[src/hw/rtl/text_console_cursor_control_defines.svh]
// assertion macros shared by the console cursor controller rtl
// no dependencies; the assertions compile out when SYNTH is defined
`ifndef TEXT_CONSOLE_CURSOR_CONTROL_DEFINES_SVH
`define TEXT_CONSOLE_CURSOR_CONTROL_DEFINES_SVH

`ifndef SYNTH
`define TCC_ASSERT_IMP(lbl, ante, cons) \
  lbl: assert property (@(posedge clk) disable iff (!rst_n) (ante) |-> (cons)) \
    else $error("tcc: implication check failed");
`define TCC_ASSERT_NXT(lbl, ante, cons) \
  lbl: assert property (@(posedge clk) disable iff (!rst_n) (ante) |=> (cons)) \
    else $error("tcc: next-cycle check failed");
`else
`define TCC_ASSERT_IMP(lbl, ante, cons)
`define TCC_ASSERT_NXT(lbl, ante, cons)
`endif

`endif

[src/hw/rtl/tcc_pkg.sv]
// types, codes, constants and the colour palette of the console cursor controller
// no dependencies
`default_nettype none

package tcc_pkg;

  localparam int MAX_COLUMNS = 256;
  localparam int MAX_ROWS    = 128;
  localparam int QUEUE_DEPTH = 4;

  localparam int COL_W = 9;
  localparam int ROW_W = 8;

  typedef enum logic [1:0] {
    CMD_PUTC       = 2'd0,
    CMD_SET_ROW    = 2'd1,
    CMD_SET_COLOUR = 2'd2,
    CMD_CLEAR      = 2'd3
  } cmd_t;

  typedef enum logic [1:0] {
    OP_GLYPH  = 2'd0,
    OP_FILL   = 2'd1,
    OP_SCROLL = 2'd2,
    OP_CLEAR  = 2'd3
  } op_t;

  typedef enum logic [2:0] {
    CLS_GLYPH,
    CLS_NEWLINE,
    CLS_RETURN,
    CLS_BACKSPACE,
    CLS_TAB,
    CLS_SET_ROW,
    CLS_SET_COLOUR,
    CLS_CLEAR
  } cls_t;

  localparam logic [1:0] REG_COLUMNS       = 2'd0;
  localparam logic [1:0] REG_REGION_TOP    = 2'd1;
  localparam logic [1:0] REG_REGION_BOTTOM = 2'd2;

  localparam logic [8:0] COLUMNS_RESET = 9'd80;
  localparam logic [6:0] TOP_RESET     = 7'd0;
  localparam logic [6:0] BOTTOM_RESET  = 7'd24;
  localparam logic [3:0] FG_RESET      = 4'd7;
  localparam logic [3:0] BG_RESET      = 4'd0;

  localparam logic [7:0] CHAR_BS          = 8'd8;
  localparam logic [7:0] CHAR_TAB         = 8'd9;
  localparam logic [7:0] CHAR_NL          = 8'd10;
  localparam logic [7:0] CHAR_CR          = 8'd13;
  localparam logic [7:0] CHAR_FIRST_PRINT = 8'd32;
  localparam logic [7:0] CHAR_LAST_PRINT  = 8'd126;
  localparam logic [6:0] CHAR_SUBST       = 7'h3F;

  typedef struct packed {
    cls_t       cls;
    logic [7:0] data;
  } entry_t;

  typedef struct packed {
    logic [COL_W-1:0] ncol;
    logic [6:0]       top;
    logic [6:0]       bot;
  } geom_t;

  typedef struct packed {
    op_t         op;
    logic [7:0]  col;
    logic [6:0]  row;
    logic [6:0]  glyph;
    logic [23:0] fg;
    logic [23:0] bg;
    logic [6:0]  stop;
    logic        last;
  } result_t;

  function automatic logic [23:0] palette_rgb(input logic [3:0] idx);
    logic [23:0] rgb;
    unique case (idx)
      4'd0:  rgb = 24'h000000;
      4'd1:  rgb = 24'h0000AA;
      4'd2:  rgb = 24'h00AA00;
      4'd3:  rgb = 24'h00AAAA;
      4'd4:  rgb = 24'hAA0000;
      4'd5:  rgb = 24'hAA00AA;
      4'd6:  rgb = 24'hAA5500;
      4'd7:  rgb = 24'hAAAAAA;
      4'd8:  rgb = 24'h555555;
      4'd9:  rgb = 24'h5555FF;
      4'd10: rgb = 24'h55FF55;
      4'd11: rgb = 24'h55FFFF;
      4'd12: rgb = 24'hFF5555;
      4'd13: rgb = 24'hFF55FF;
      4'd14: rgb = 24'hFFFF55;
      default: rgb = 24'hFFFFFF;
    endcase
    return rgb;
  endfunction

endpackage

`default_nettype wire

[src/hw/rtl/tcc_front.sv]
// front end: takes input transactions and classifies them into queue entries
// depends on tcc_pkg
`default_nettype none

module tcc_front (
  input  logic            in_valid,
  output logic            in_ready,
  input  logic [1:0]      in_command,
  input  logic [7:0]      in_char_code,
  input  logic [7:0]      in_row_request,
  input  logic [7:0]      in_color_attr,
  input  logic            q_full,
  output logic            push,
  output tcc_pkg::entry_t entry
);
  import tcc_pkg::*;

  logic printable;

  assign in_ready  = !q_full;
  assign push      = in_valid && !q_full;
  assign printable = (in_char_code >= CHAR_FIRST_PRINT) && (in_char_code <= CHAR_LAST_PRINT);

  always_comb begin
    entry.cls  = CLS_GLYPH;
    entry.data = in_char_code;
    unique case (cmd_t'(in_command))
      CMD_PUTC: begin
        unique case (in_char_code)
          CHAR_NL:  entry.cls = CLS_NEWLINE;
          CHAR_CR:  entry.cls = CLS_RETURN;
          CHAR_BS:  entry.cls = CLS_BACKSPACE;
          CHAR_TAB: entry.cls = CLS_TAB;
          default: begin
            entry.cls  = CLS_GLYPH;
            entry.data = printable ? in_char_code : {1'b0, CHAR_SUBST};
          end
        endcase
      end
      CMD_SET_ROW: begin
        entry.cls  = CLS_SET_ROW;
        entry.data = in_row_request;
      end
      CMD_SET_COLOUR: begin
        entry.cls  = CLS_SET_COLOUR;
        entry.data = in_color_attr;
      end
      CMD_CLEAR: begin
        entry.cls  = CLS_CLEAR;
        entry.data = in_char_code;
      end
      default: begin
        entry.cls  = CLS_GLYPH;
        entry.data = in_char_code;
      end
    endcase
  end

endmodule

`default_nettype wire

[src/hw/rtl/tcc_queue.sv]
// short queue of classified entries between front and back end
// depends on tcc_pkg and the assertion macro header
`default_nettype none
`include "text_console_cursor_control_defines.svh"

module tcc_queue (
  input  logic            clk,
  input  logic            rst_n,
  input  logic            push,
  input  tcc_pkg::entry_t entry_in,
  output logic            full,
  input  logic            pop,
  output logic            not_empty,
  output tcc_pkg::entry_t entry_out
);
  import tcc_pkg::*;

  localparam int PTR_W = (QUEUE_DEPTH > 1) ? $clog2(QUEUE_DEPTH) : 1;
  localparam int CNT_W = $clog2(QUEUE_DEPTH + 1);

  entry_t             mem_r [QUEUE_DEPTH];
  logic [PTR_W-1:0]   wr_ptr_r, wr_ptr_nxt;
  logic [PTR_W-1:0]   rd_ptr_r, rd_ptr_nxt;
  logic [CNT_W-1:0]   count_r, count_nxt;

  assign full      = (count_r == CNT_W'(QUEUE_DEPTH));
  assign not_empty = (count_r != '0);
  assign entry_out = mem_r[rd_ptr_r];

  always_comb begin
    wr_ptr_nxt = wr_ptr_r;
    rd_ptr_nxt = rd_ptr_r;
    count_nxt  = count_r;
    if (push) begin
      wr_ptr_nxt = (wr_ptr_r == PTR_W'(QUEUE_DEPTH - 1)) ? '0 : wr_ptr_r + PTR_W'(1);
    end
    if (pop) begin
      rd_ptr_nxt = (rd_ptr_r == PTR_W'(QUEUE_DEPTH - 1)) ? '0 : rd_ptr_r + PTR_W'(1);
    end
    if (push && !pop) begin
      count_nxt = count_r + CNT_W'(1);
    end else if (pop && !push) begin
      count_nxt = count_r - CNT_W'(1);
    end
  end

  always_ff @(posedge clk) begin
    if (!rst_n) begin
      wr_ptr_r <= '0;
      rd_ptr_r <= '0;
      count_r  <= '0;
    end else begin
      wr_ptr_r <= wr_ptr_nxt;
      rd_ptr_r <= rd_ptr_nxt;
      count_r  <= count_nxt;
    end
  end

  always_ff @(posedge clk) begin
    if (push) begin
      mem_r[wr_ptr_r] <= entry_in;
    end
  end

  `TCC_ASSERT_IMP(a_q_bounded, 1'b1, count_r <= CNT_W'(QUEUE_DEPTH))
  `TCC_ASSERT_IMP(a_q_pop_nonempty, pop, count_r != '0)
  `TCC_ASSERT_NXT(a_q_push_grows, push && !pop, count_r == $past(count_r) + CNT_W'(1))

endmodule

`default_nettype wire

[src/hw/rtl/tcc_back.sv]
// back end: cursor and colour state, executes entries and registers result transactions
// depends on tcc_pkg and the assertion macro header
`default_nettype none
`include "text_console_cursor_control_defines.svh"

module tcc_back (
  input  logic             clk,
  input  logic             rst_n,
  input  logic             q_valid,
  input  tcc_pkg::entry_t  q_entry,
  output logic             pop,
  input  tcc_pkg::geom_t   geom,
  output logic             out_valid,
  input  logic             out_ready,
  output tcc_pkg::result_t out_res
);
  import tcc_pkg::*;

  logic [COL_W-1:0] col_r, col_nxt;
  logic [ROW_W-1:0] row_r, row_nxt;
  logic [3:0]       fg_r, fg_nxt;
  logic [3:0]       bg_r, bg_nxt;
  logic             out_valid_r, out_valid_nxt;
  result_t          out_r, out_nxt;
  logic             pend_valid_r, pend_valid_nxt;
  result_t          pend_r, pend_nxt;

  logic             can_load;
  logic             is_putc;
  logic             a_valid;
  op_t              a_op;
  logic [COL_W-1:0] a_col;
  logic [COL_W-1:0] c1, c2;
  logic [ROW_W-1:0] r1, r2;
  logic             scroll;
  logic             two;
  logic [ROW_W-1:0] row_req;
  logic [23:0]      fg_rgb, bg_rgb;
  result_t          res_a, res_s, res_c, first;

  assign can_load  = !out_valid_r || out_ready;
  assign pop       = q_valid && can_load && !pend_valid_r;
  assign out_valid = out_valid_r;
  assign out_res   = out_r;
  assign fg_rgb    = palette_rgb(fg_r);
  assign bg_rgb    = palette_rgb(bg_r);

  // execute the entry at the head of the queue
  always_comb begin
    is_putc = 1'b0;
    a_valid = 1'b0;
    a_op    = OP_GLYPH;
    a_col   = col_r;
    c1      = col_r;
    r1      = row_r;
    unique case (q_entry.cls)
      CLS_GLYPH: begin
        is_putc = 1'b1;
        a_valid = 1'b1;
        c1      = col_r + COL_W'(1);
      end
      CLS_NEWLINE: begin
        is_putc = 1'b1;
        c1      = '0;
        r1      = row_r + ROW_W'(1);
      end
      CLS_RETURN: begin
        is_putc = 1'b1;
        c1      = '0;
      end
      CLS_BACKSPACE: begin
        is_putc = 1'b1;
        if (col_r != '0) begin
          a_valid = 1'b1;
          a_op    = OP_FILL;
          c1      = col_r - COL_W'(1);
          a_col   = col_r - COL_W'(1);
        end
      end
      CLS_TAB: begin
        is_putc = 1'b1;
        c1      = {col_r[COL_W-1:3] + (COL_W-3)'(1), 3'b000};
      end
      default: begin
        is_putc = 1'b0;
      end
    endcase

    // wrap past the last column
    if (c1 >= geom.ncol) begin
      c2 = '0;
      r2 = r1 + ROW_W'(1);
    end else begin
      c2 = c1;
      r2 = r1;
    end
    scroll = is_putc && (r2 > {1'b0, geom.bot});
    two    = a_valid && scroll;

    // clamp of a requested row into the region
    row_req = q_entry.data;
    if (row_req < {1'b0, geom.top}) begin
      row_req = {1'b0, geom.top};
    end
    if (row_req > {1'b0, geom.bot}) begin
      row_req = {1'b0, geom.bot};
    end

    res_a.op    = a_op;
    res_a.col   = a_col[7:0];
    res_a.row   = row_r[6:0];
    res_a.glyph = (a_op == OP_GLYPH) ? q_entry.data[6:0] : 7'd0;
    res_a.fg    = fg_rgb;
    res_a.bg    = bg_rgb;
    res_a.stop  = 7'd0;
    res_a.last  = !two;

    res_s.op    = OP_SCROLL;
    res_s.col   = 8'd0;
    res_s.row   = geom.bot;
    res_s.glyph = 7'd0;
    res_s.fg    = fg_rgb;
    res_s.bg    = bg_rgb;
    res_s.stop  = geom.top;
    res_s.last  = 1'b1;

    res_c.op    = OP_CLEAR;
    res_c.col   = 8'd0;
    res_c.row   = 7'd0;
    res_c.glyph = 7'd0;
    res_c.fg    = fg_rgb;
    res_c.bg    = bg_rgb;
    res_c.stop  = 7'd0;
    res_c.last  = 1'b1;

    if (a_valid) begin
      first = res_a;
    end else if (scroll) begin
      first = res_s;
    end else begin
      first = res_c;
    end
  end

  // state update and output staging
  always_comb begin
    col_nxt        = col_r;
    row_nxt        = row_r;
    fg_nxt         = fg_r;
    bg_nxt         = bg_r;
    out_valid_nxt  = out_valid_r;
    out_nxt        = out_r;
    pend_valid_nxt = pend_valid_r;
    pend_nxt       = pend_r;

    if (pop) begin
      unique case (q_entry.cls)
        CLS_SET_ROW: begin
          col_nxt = '0;
          row_nxt = row_req;
        end
        CLS_SET_COLOUR: begin
          fg_nxt = q_entry.data[3:0];
          bg_nxt = q_entry.data[7:4];
        end
        CLS_CLEAR: begin
          col_nxt = '0;
          row_nxt = '0;
        end
        default: begin
          col_nxt = c2;
          row_nxt = scroll ? {1'b0, geom.bot} : r2;
        end
      endcase
    end

    if (can_load) begin
      if (pend_valid_r) begin
        out_valid_nxt  = 1'b1;
        out_nxt        = pend_r;
        pend_valid_nxt = 1'b0;
      end else if (pop && (a_valid || scroll || q_entry.cls == CLS_CLEAR)) begin
        out_valid_nxt  = 1'b1;
        out_nxt        = first;
        pend_valid_nxt = two;
        pend_nxt       = res_s;
      end else begin
        out_valid_nxt  = 1'b0;
      end
    end
  end

  always_ff @(posedge clk) begin
    if (!rst_n) begin
      col_r        <= '0;
      row_r        <= '0;
      fg_r         <= FG_RESET;
      bg_r         <= BG_RESET;
      out_valid_r  <= 1'b0;
      pend_valid_r <= 1'b0;
    end else begin
      col_r        <= col_nxt;
      row_r        <= row_nxt;
      fg_r         <= fg_nxt;
      bg_r         <= bg_nxt;
      out_valid_r  <= out_valid_nxt;
      pend_valid_r <= pend_valid_nxt;
    end
  end

  always_ff @(posedge clk) begin
    out_r  <= out_nxt;
    pend_r <= pend_nxt;
  end

  `TCC_ASSERT_IMP(a_b_pend_behind_out, pend_valid_r, out_valid_r)
  `TCC_ASSERT_IMP(a_b_pend_is_scroll, pend_valid_r, pend_r.last && pend_r.op == OP_SCROLL)
  `TCC_ASSERT_IMP(a_b_scroll_last, out_valid_r && out_r.op == OP_SCROLL, out_r.last)

endmodule

`default_nettype wire

[src/hw/rtl/text_console_cursor_control.sv]
// flow: an accepted transaction is queued, then executed into the registered output
// throughput: one input transaction per cycle while the queue has room; an input with
//   two results holds the output for both, and the four-entry queue absorbs the difference
// reset: synchronous active low; columns 80, region rows 0 to 24, cursor home,
//   colours light grey on black, queue and output empty; no clearing pass
`default_nettype none

module text_console_cursor_control (
  input  logic        clk,
  input  logic        rst_n,
  input  logic        in_valid,
  output logic        in_ready,
  input  logic [1:0]  in_command,
  input  logic [7:0]  in_char_code,
  input  logic [7:0]  in_row_request,
  input  logic [7:0]  in_color_attr,
  output logic        out_valid,
  input  logic        out_ready,
  output logic [1:0]  out_op,
  output logic [7:0]  out_cell_col,
  output logic [6:0]  out_cell_row,
  output logic [6:0]  out_glyph,
  output logic [23:0] out_fg_rgb,
  output logic [23:0] out_bg_rgb,
  output logic [6:0]  out_scroll_top,
  output logic        out_last,
  input  logic        psel,
  input  logic        penable,
  input  logic        pwrite,
  input  logic [3:0]  paddr,
  input  logic [31:0] pwdata,
  output logic [31:0] prdata,
  output logic        pready
);
  import tcc_pkg::*;

  logic [8:0] columns_r;
  logic [6:0] region_top_r;
  logic [6:0] region_bottom_r;
  logic [6:0] top_sat;
  geom_t      geom;
  logic       q_full;
  logic       q_push;
  entry_t     q_in;
  logic       q_pop;
  logic       q_not_empty;
  entry_t     q_out;
  result_t    res;

  assign pready = 1'b1;

  always_ff @(posedge clk) begin
    if (!rst_n) begin
      columns_r       <= COLUMNS_RESET;
      region_top_r    <= TOP_RESET;
      region_bottom_r <= BOTTOM_RESET;
    end else if (psel && penable && pwrite && pready) begin
      unique case (paddr[3:2])
        REG_COLUMNS:       columns_r       <= pwdata[8:0];
        REG_REGION_TOP:    region_top_r    <= pwdata[6:0];
        REG_REGION_BOTTOM: region_bottom_r <= pwdata[6:0];
        default: begin
        end
      endcase
    end
  end

  always_comb begin
    unique case (paddr[3:2])
      REG_COLUMNS:       prdata = 32'(columns_r);
      REG_REGION_TOP:    prdata = 32'(region_top_r);
      REG_REGION_BOTTOM: prdata = 32'(region_bottom_r);
      default:           prdata = 32'd0;
    endcase
  end

  // effective geometry
  always_comb begin
    if (columns_r == '0) begin
      geom.ncol = COL_W'(1);
    end else if (int'(columns_r) > MAX_COLUMNS) begin
      geom.ncol = COL_W'(MAX_COLUMNS);
    end else begin
      geom.ncol = columns_r;
    end
    geom.bot = (int'(region_bottom_r) > MAX_ROWS - 1) ? 7'(MAX_ROWS - 1) : region_bottom_r;
    top_sat  = (int'(region_top_r) > MAX_ROWS - 1) ? 7'(MAX_ROWS - 1) : region_top_r;
    geom.top = (top_sat > geom.bot) ? geom.bot : top_sat;
  end

  tcc_front u_front (
    .in_valid       (in_valid),
    .in_ready       (in_ready),
    .in_command     (in_command),
    .in_char_code   (in_char_code),
    .in_row_request (in_row_request),
    .in_color_attr  (in_color_attr),
    .q_full         (q_full),
    .push           (q_push),
    .entry          (q_in)
  );

  tcc_queue u_queue (
    .clk       (clk),
    .rst_n     (rst_n),
    .push      (q_push),
    .entry_in  (q_in),
    .full      (q_full),
    .pop       (q_pop),
    .not_empty (q_not_empty),
    .entry_out (q_out)
  );

  tcc_back u_back (
    .clk       (clk),
    .rst_n     (rst_n),
    .q_valid   (q_not_empty),
    .q_entry   (q_out),
    .pop       (q_pop),
    .geom      (geom),
    .out_valid (out_valid),
    .out_ready (out_ready),
    .out_res   (res)
  );

  assign out_op         = res.op;
  assign out_cell_col   = res.col;
  assign out_cell_row   = res.row;
  assign out_glyph      = res.glyph;
  assign out_fg_rgb     = res.fg;
  assign out_bg_rgb     = res.bg;
  assign out_scroll_top = res.stop;
  assign out_last       = res.last;

endmodule

`default_nettype wire

[config.mk]
export PLATFORM = sky130hd
export DESIGN_NAME = text_console_cursor_control
export DESIGN_NICKNAME = d
export VERILOG_FILES = /design/src/hw/rtl/tcc_pkg.sv /design/src/hw/rtl/tcc_front.sv /design/src/hw/rtl/tcc_queue.sv /design/src/hw/rtl/tcc_back.sv /design/src/hw/rtl/text_console_cursor_control.sv
export VERILOG_INCLUDE_DIRS = /design/src /design/src/hw/rtl
export SDC_FILE = /design/constraint.sdc
export NUM_CORES = 1
export LEC_CHECK = 0
export BUFFER_PORTS_ARGS = -buffer_cell sky130_fd_sc_hd__buf_2
export CAP_MARGIN = 20
export CORE_AREA = 2 2 184 231
export DETAILED_ROUTE_END_ITERATION = 10
export DIE_AREA = 0 0 186 233
export PLACE_DENSITY_LB_ADDON = 0.25
export SLEW_MARGIN = 20
export SYNTH_ARGS = -nofsm -noshare
export SYNTH_HDL_FRONTEND = slang
export SYNTH_SLANG_ARGS = --single-unit
[constraint.sdc]
create_clock -name clk -period 24 [get_ports clk]
set_input_delay 3.6 -clock clk [delete_from_list [all_inputs] [get_ports clk]]
set_output_delay 3.6 -clock clk [all_outputs]
set_load 0.01 [all_outputs]
# After elaboration in Yosys (flattened, before gate mapping)
# Memories as Yosys holds them, arrays and structs flattened. A register that Yosys moved wholly into a read port is not among the register bits.
# Cells that the tools add are included.
[totals]
output_inout_bits = 115
ram_bits = 44
input_bits = 69
regBits = 199
romBits = 768
elab_cells = 150
n_memories = 3
[memory_table]
columns = ["memory", "depth", "width", "rd", "rd_clocked_by_memory_dff", "write_ports", "line", "source"]
rows = [
  ["(no name shown)", 16, 24, 1, 1, 0, "tcc_pkg.sv:81", "unique case (idx)"],
  ["(no name shown)", 16, 24, 1, 1, 0, "tcc_pkg.sv:81", ""],
  ["u_queue.mem_r", 4, 11, 1, 1, 1, "tcc_queue.sv:21", "entry_t mem_r [QUEUE_DEPTH];"],
]
[classes]
n_eq_ne = 19
muxes = 45
n_reduce_logical = 40
bitwise = 2
order_cmp = 8
n_addsub = 9
[op_table]
columns = ["operator", "n"]
rows = [
  ["two-way mux 80 bit", 2],
  ["two-way mux 79 bit", 1],
  ["two-way mux 70 bit", 1],
  ["two-way mux 8 bit", 8],
  ["one-hot mux 11 bit (4 select lines)", 1],
  ["two-way mux 9 bit", 4],
  ["one-hot mux 9 bit (4 select lines)", 1],
  ["equality test 8 x 4 -> 1 bit (second input constant)", 4],
  ["one-hot mux 9 bit (3 select lines)", 1],
  ["one-hot mux 8 bit (3 select lines)", 1],
  ["one-hot mux 9 bit (2 select lines)", 1],
  ["adder 8 x 1 -> 8 bit (second input constant)", 2],
  ["> comparator 8 x 7 -> 1 bit", 2],
  ["two-way mux 4 bit", 4],
  ["equality test 3 bit (second input constant)", 5],
  ["two-way mux 7 bit", 2],
  ["one-hot mux 3 bit (4 select lines)", 1],
  ["AND reduction 2 bit", 6],
  ["logical AND 1 bit", 11],
  ["equality test 2 bit (second input constant)", 5],
  ["two-way mux 2 bit", 5],
  ["adder 9 x 1 -> 9 bit (second input constant)", 1],
  ["greater-or-equal comparator 9 bit", 1],
  ["> comparator 9 bit (second input constant)", 1],
  ["28 further kinds", 52],
]

# Longest topological paths before layout
[logic_depth]
ltp_word = 12
depth_mapped = 27
mapped_depth_nobuf = 25

# Cells and area by module
# From an unflattened synthesis, not the netlist that was laid out.
[hier_totals]
hier_cells = 986
hier_area_um2 = 10272.4
[by_module_without_submodules]
columns = ["module", "area_each_um2", "cells_per_inst", "seq_area_each_um2", "n_inst"]
rows = [
  ["tcc_back", 6312.3, 644, 2722.6, 1],
  ["tcc_queue", 2048.2, 101, 1501.4, 1],
  ["text_console_cursor_control", 1570.3, 186, 460.4, 1],
  ["tcc_front", 341.6, 55, 0.0, 1],
]

# Worst setup path before layout
# No wires, ideal clock.
[synth_timing]
path_type = "input -> output"
start = "in paddr[2]"
end = "out prdata[0]"
path_buffers = 1
path_stages = 4
setup_slack_ns = 15.999
arrival_time_ns = 4.401
required_ns = 20.400
path_cell_list = "buf_1 > nor2b_1 > nand2_1 > o21ai_0"
[synth_between]
elab_chain_len = 2
elab_cells_between_ends = 4
classes_between = "eq/ne (2); mux (1); reduce/logical (1)"
[synth_rtl]
columns = ["item", "line", "source"]
rows = [
  ["start, declared", "text_console_cursor_control.sv:30", "input logic [3:0] paddr,"],
  ["equality test 2 bit, or another cell as far along", "text_console_cursor_control.sv:69", "unique case (paddr[3:2])"],
  ["one-hot mux 9 bit (3 select lines) *", "text_console_cursor_control.sv:69", ""],
  ["end, declared", "text_console_cursor_control.sv:32", "output logic [31:0] prdata,"],
]
# Mark *: on every way between the ends. The rest lies on a longest branch, timed or not.

# Worst setup path in the final report
[layout_timing]
start = "in paddr[3]"
end = "out prdata[5]"
# Same word-level chain as after synthesis.

==> results.yml <==
clock_tree:
  postCtsSetupBuffers: 0
  cts_tree: "yes"
  cts_resized: 0
  max-clock-path-buffers: 2
  clock_latency_ns: 0.46
  cts_sinks: 179
  path_clk_slew_ns: 0.08
  clockRootBuffer: "clkbuf_16"
  cts_hold_buf: 0
  h-tree-depth: 4
  cts_made_buffers: 17
cells_and_area:
  layout-drive-gt1-share_pct: 20.9
  synthToLayoutAreaGrowth_pct: 14.5
  num-fill-cells: 4301
  n_antenna_cell: 0
  postLayoutCellArea_sq_um: 11600
  nNetsFinal: 1171
power_and_ir_drop:
  cellLeakagePower_uw: 0.00432
  powerDensity_nw_per_um2: 108
  ir_worst_vdd_uv: 82.7
  report.power.total_uw: 1250
hold_path:
  min_path_type: "reg2reg"
  hold_start: "u_back.fg_rgb[15]"
  holdPathEnd: "u_back.pend_r[47]"
  min_path_cells: 0
placement:
  place.gp.congestion: 0.812
  placed_area_sq_um: 11000
  dp.final_hpwl_microns: 19900
  portBuffers: 134
run_status:
  status: "finished clean"
global_routing:
  grt_use_met1_pct: 15.6
  use_met2_pct: 20.6
  track_usage_pct: 12.4
  grt_pass1_wl_microns: 40900
  antenna_found_initial: 3
  grt-busiest-layer: "met2"
  grt_pass1_vias: 7053
  grt.met3_usage_pct: 2.44
  overflow: 0
  grt_max_degree: 72
critical_path:
  crit_type: "in2out"
  crit_chain: "buf_2, nor2b_1, nand2_1, o21ai_0, buf_2"
  rr_endpoint: "u_back.out_res[61]"
  crit_path_top_delay_cell: "nor2b_1"
  crit_arrival_ns: 4.84
  crit_fanout: 14
  rr_worst_depth: 20
  crit_top_cell: "buf_2"
  critPathLaunch: "paddr[3]"
  required_ns: 20.40
  critPathMaxStageDelay_ns: 0.51
  critPathCaptureType: "primary output"
  reg2reg_slack_ns: 16.13
  startpoint_type: "primary input"
routing:
  wl_microns: 26600
  dr.first_iter.drc_count: 419
  vias: 7375
  drt-wirelength-per-cell_microns: 16.5
  drc: 0
  antenna_left: 0
  via_per_inst: 4.56
  dr.pass1.iters: 5
floorplan:
  chipWidth_microns: 186
  dieArea_sq_um: 43300
  die_h_microns: 233
  coreArea_sq_um: 41000
  io_pins: 184
  fp-row-count: 83
  initial_core_util_pct: 24.8
synthesis:
  synth_cell_type_count: 78
  async_reset_ff_share_pct: 0
  avgSynthCellArea_sq_um: 10.4
  synth-edff-count: 110
  ys.flop_type: "edfxtp_1"
  synth.cell_area_sq_um: 10200
  ys_seq_elements: 179
  ys_warn_count: 0
  synthCells: 978
  seq_area_frac_synth_pct: 46.1
job:
  cap_violations: 0
sta:
  hold_slack_ns: 0.428
  drv_slew: 0
  worst_pin_slew_ns: 1.05
  slew_headroom_pct: 29.6
  fmax_mhz: 119
  skew_ns: 0.0149
  tns_ns: 0
  rsz0062_at_grt: "no"
  hold_viol_final: 0
  fin_crit_sh_pct: 35.1
  finalSetupViolations: 0
  finalCriticalPeriod_ns: 8.44
cell usage in the layout (no fill, tap or decap), types with 12 or more instances in the layout:
cell type / n
clkbuf_16: 17
nor2_1: 53
buf_2: 134
a21oi_1: 33
xnor2_1: 13
o21a_1: 17
conb_1: 24
mux2_2: 12
o21ai_0: 37
inv_1: 38
ha_1: 50
mux2i_1: 33
nand4_1: 17
nand3_1: 18
and3_1: 19
dfxtp_1: 68
nor2b_1: 45
nor3_1: 13
nand2_1: 95
edfxtp_1: 110
o211ai_1: 13
power breakdown:
part	total (uW)	internal, uW	switching [uW]	leakage, uW
Clock	296	152	144	0.000304
Sequential	466	422	44.2	0.00156
Combinational	490	175	315	0.00245
worst max path at each step:
| stage | endpoint | slack [ns] | cells past startpoint |
|---|---|---|---|
| floorplan | prdata[0] | 16.00 | 4 |
| global placement | prdata[4] | 15.51 | 5 |
| detailed placement | prdata[4] | 15.50 | 5 |
| CTS | prdata[4] | 15.50 | 5 |
| global route | prdata[4] | 15.40 | 5 |
| finish | prdata[5] | 15.56 | 5 |
stage by stage:
step / setup WS, ns / std cells / utilization (%)
6_report: 15.56 / 1616 / 28.3
5_1_grt: 15.40 / 1616 / 28.3
4_1_cts: 15.50 / 1616 / 28.3
3_5_place_dp: 15.50 / 1584 / 26.8
3_3_place_gp: 15.51 / 1583 / 26.8
2_1_floorplan: 16.00 / 1000 / -
final cells by class:
| type | count | area (sq um) | area share [%] |
|---|---|---|---|
| timing repair buffer | 139 | 708 | 6.09 |
| clock inverter | 15 | 203 | 1.74 |
| multi-input combinational | 672 | 4750 | 40.9 |
| clock buffer | 17 | 425 | 3.66 |
| tap | 552 | 691 | 5.94 |
| inverter | 42 | 158 | 1.36 |
| sequential | 179 | 4690 | 40.3 |
registers in the layout (all words and copies together) (netlist names), named ones only:
| register | flops |
|---|---|
| u_back.fg_rgb | 5 |
| columns_r | 9 |
| u_back.pend_r | 24 |
| u_queue.count_r | 3 |
| region_top_r | 7 |
| u_back.bg_rgb | 5 |
| u_back.pend_valid_r | 1 |
| u_back.out_res | 42 |
| u_back.row_r | 8 |
| u_queue.mem_r | 44 |
| u_back.bg_r | 4 |
| u_back.out_valid | 1 |
| u_back.fg_r | 4 |
| u_queue.wr_ptr_r | 2 |
| u_back.col_r | 9 |
| region_bottom_r | 7 |
| u_queue.rd_ptr_r | 2 |
cell families (layout without fill, tap and decap cells):
family / after synthesis / count (layout) / share of synthesized area [%]
compound gates: 210 / 210 / 14.6
xor+xnor: 20 / 20 / 1.87
fa+ha+maj: 51 / 51 / 6.36
buf+inv: 149 / 213 / 8.05
flops: 179 / 179 / 46.1
mux: 57 / 57 / 7.13
other cells: 2 / 24 / 0.0740
simple gates: 310 / 310 / 15.8
cell usage after synthesis, types with 4 or more instances:
cell type | number | area share [%]
a211oi_1 | 4 | 0.30
a21boi_0 | 10 | 0.74
a21o_1 | 5 | 0.37
a21oi_1 | 34 | 1.7
a221oi_1 | 7 | 0.60
a22oi_1 | 11 | 0.81
and2_1 | 8 | 0.49
and3_1 | 19 | 1.2
buf_4 | 62 | 4.6
clkbuf_1 | 37 | 1.4
dfxtp_1 | 69 | 14
edfxtp_1 | 110 | 33
ha_1 | 50 | 6.2
inv_1 | 38 | 1.4
mux2_2 | 12 | 1.3
mux2i_1 | 33 | 3.3
mux4_2 | 11 | 2.4
nand2_1 | 95 | 3.5
nand2b_1 | 5 | 0.31
nand3_1 | 18 | 0.89
nand4_1 | 17 | 1.0
nor2_1 | 53 | 2.0
nor2b_1 | 45 | 2.8
nor3_1 | 13 | 0.64
o211ai_1 | 13 | 0.96
o21a_1 | 17 | 1.3
o21ai_0 | 37 | 1.8
o21ai_1 | 9 | 0.44
o22ai_1 | 11 | 0.68
o31a_1 | 8 | 0.69
o31ai_1 | 10 | 0.74
o31ai_2 | 7 | 0.86
or2_2 | 5 | 0.31
or3_1 | 6 | 0.37
xnor2_1 | 13 | 1.1
xor2_1 | 5 | 0.43
worst max-delay path: cells and delay by family:
family | cells | cell delay (ns)
AO/OA/AOI/OAI | 1 | 0.17
buffers and inverters | 2 | 0.46
AND/OR/NAND/NOR | 2 | 0.61
routing by layer:
metal	up-vias	routed length [microns]
met1	3538	11900
li1	3639	-
met5	-	7
met4	2	718
met3	37	1050
met2	159	13000
No activity file was read; power rests on OpenSTA's default activity.
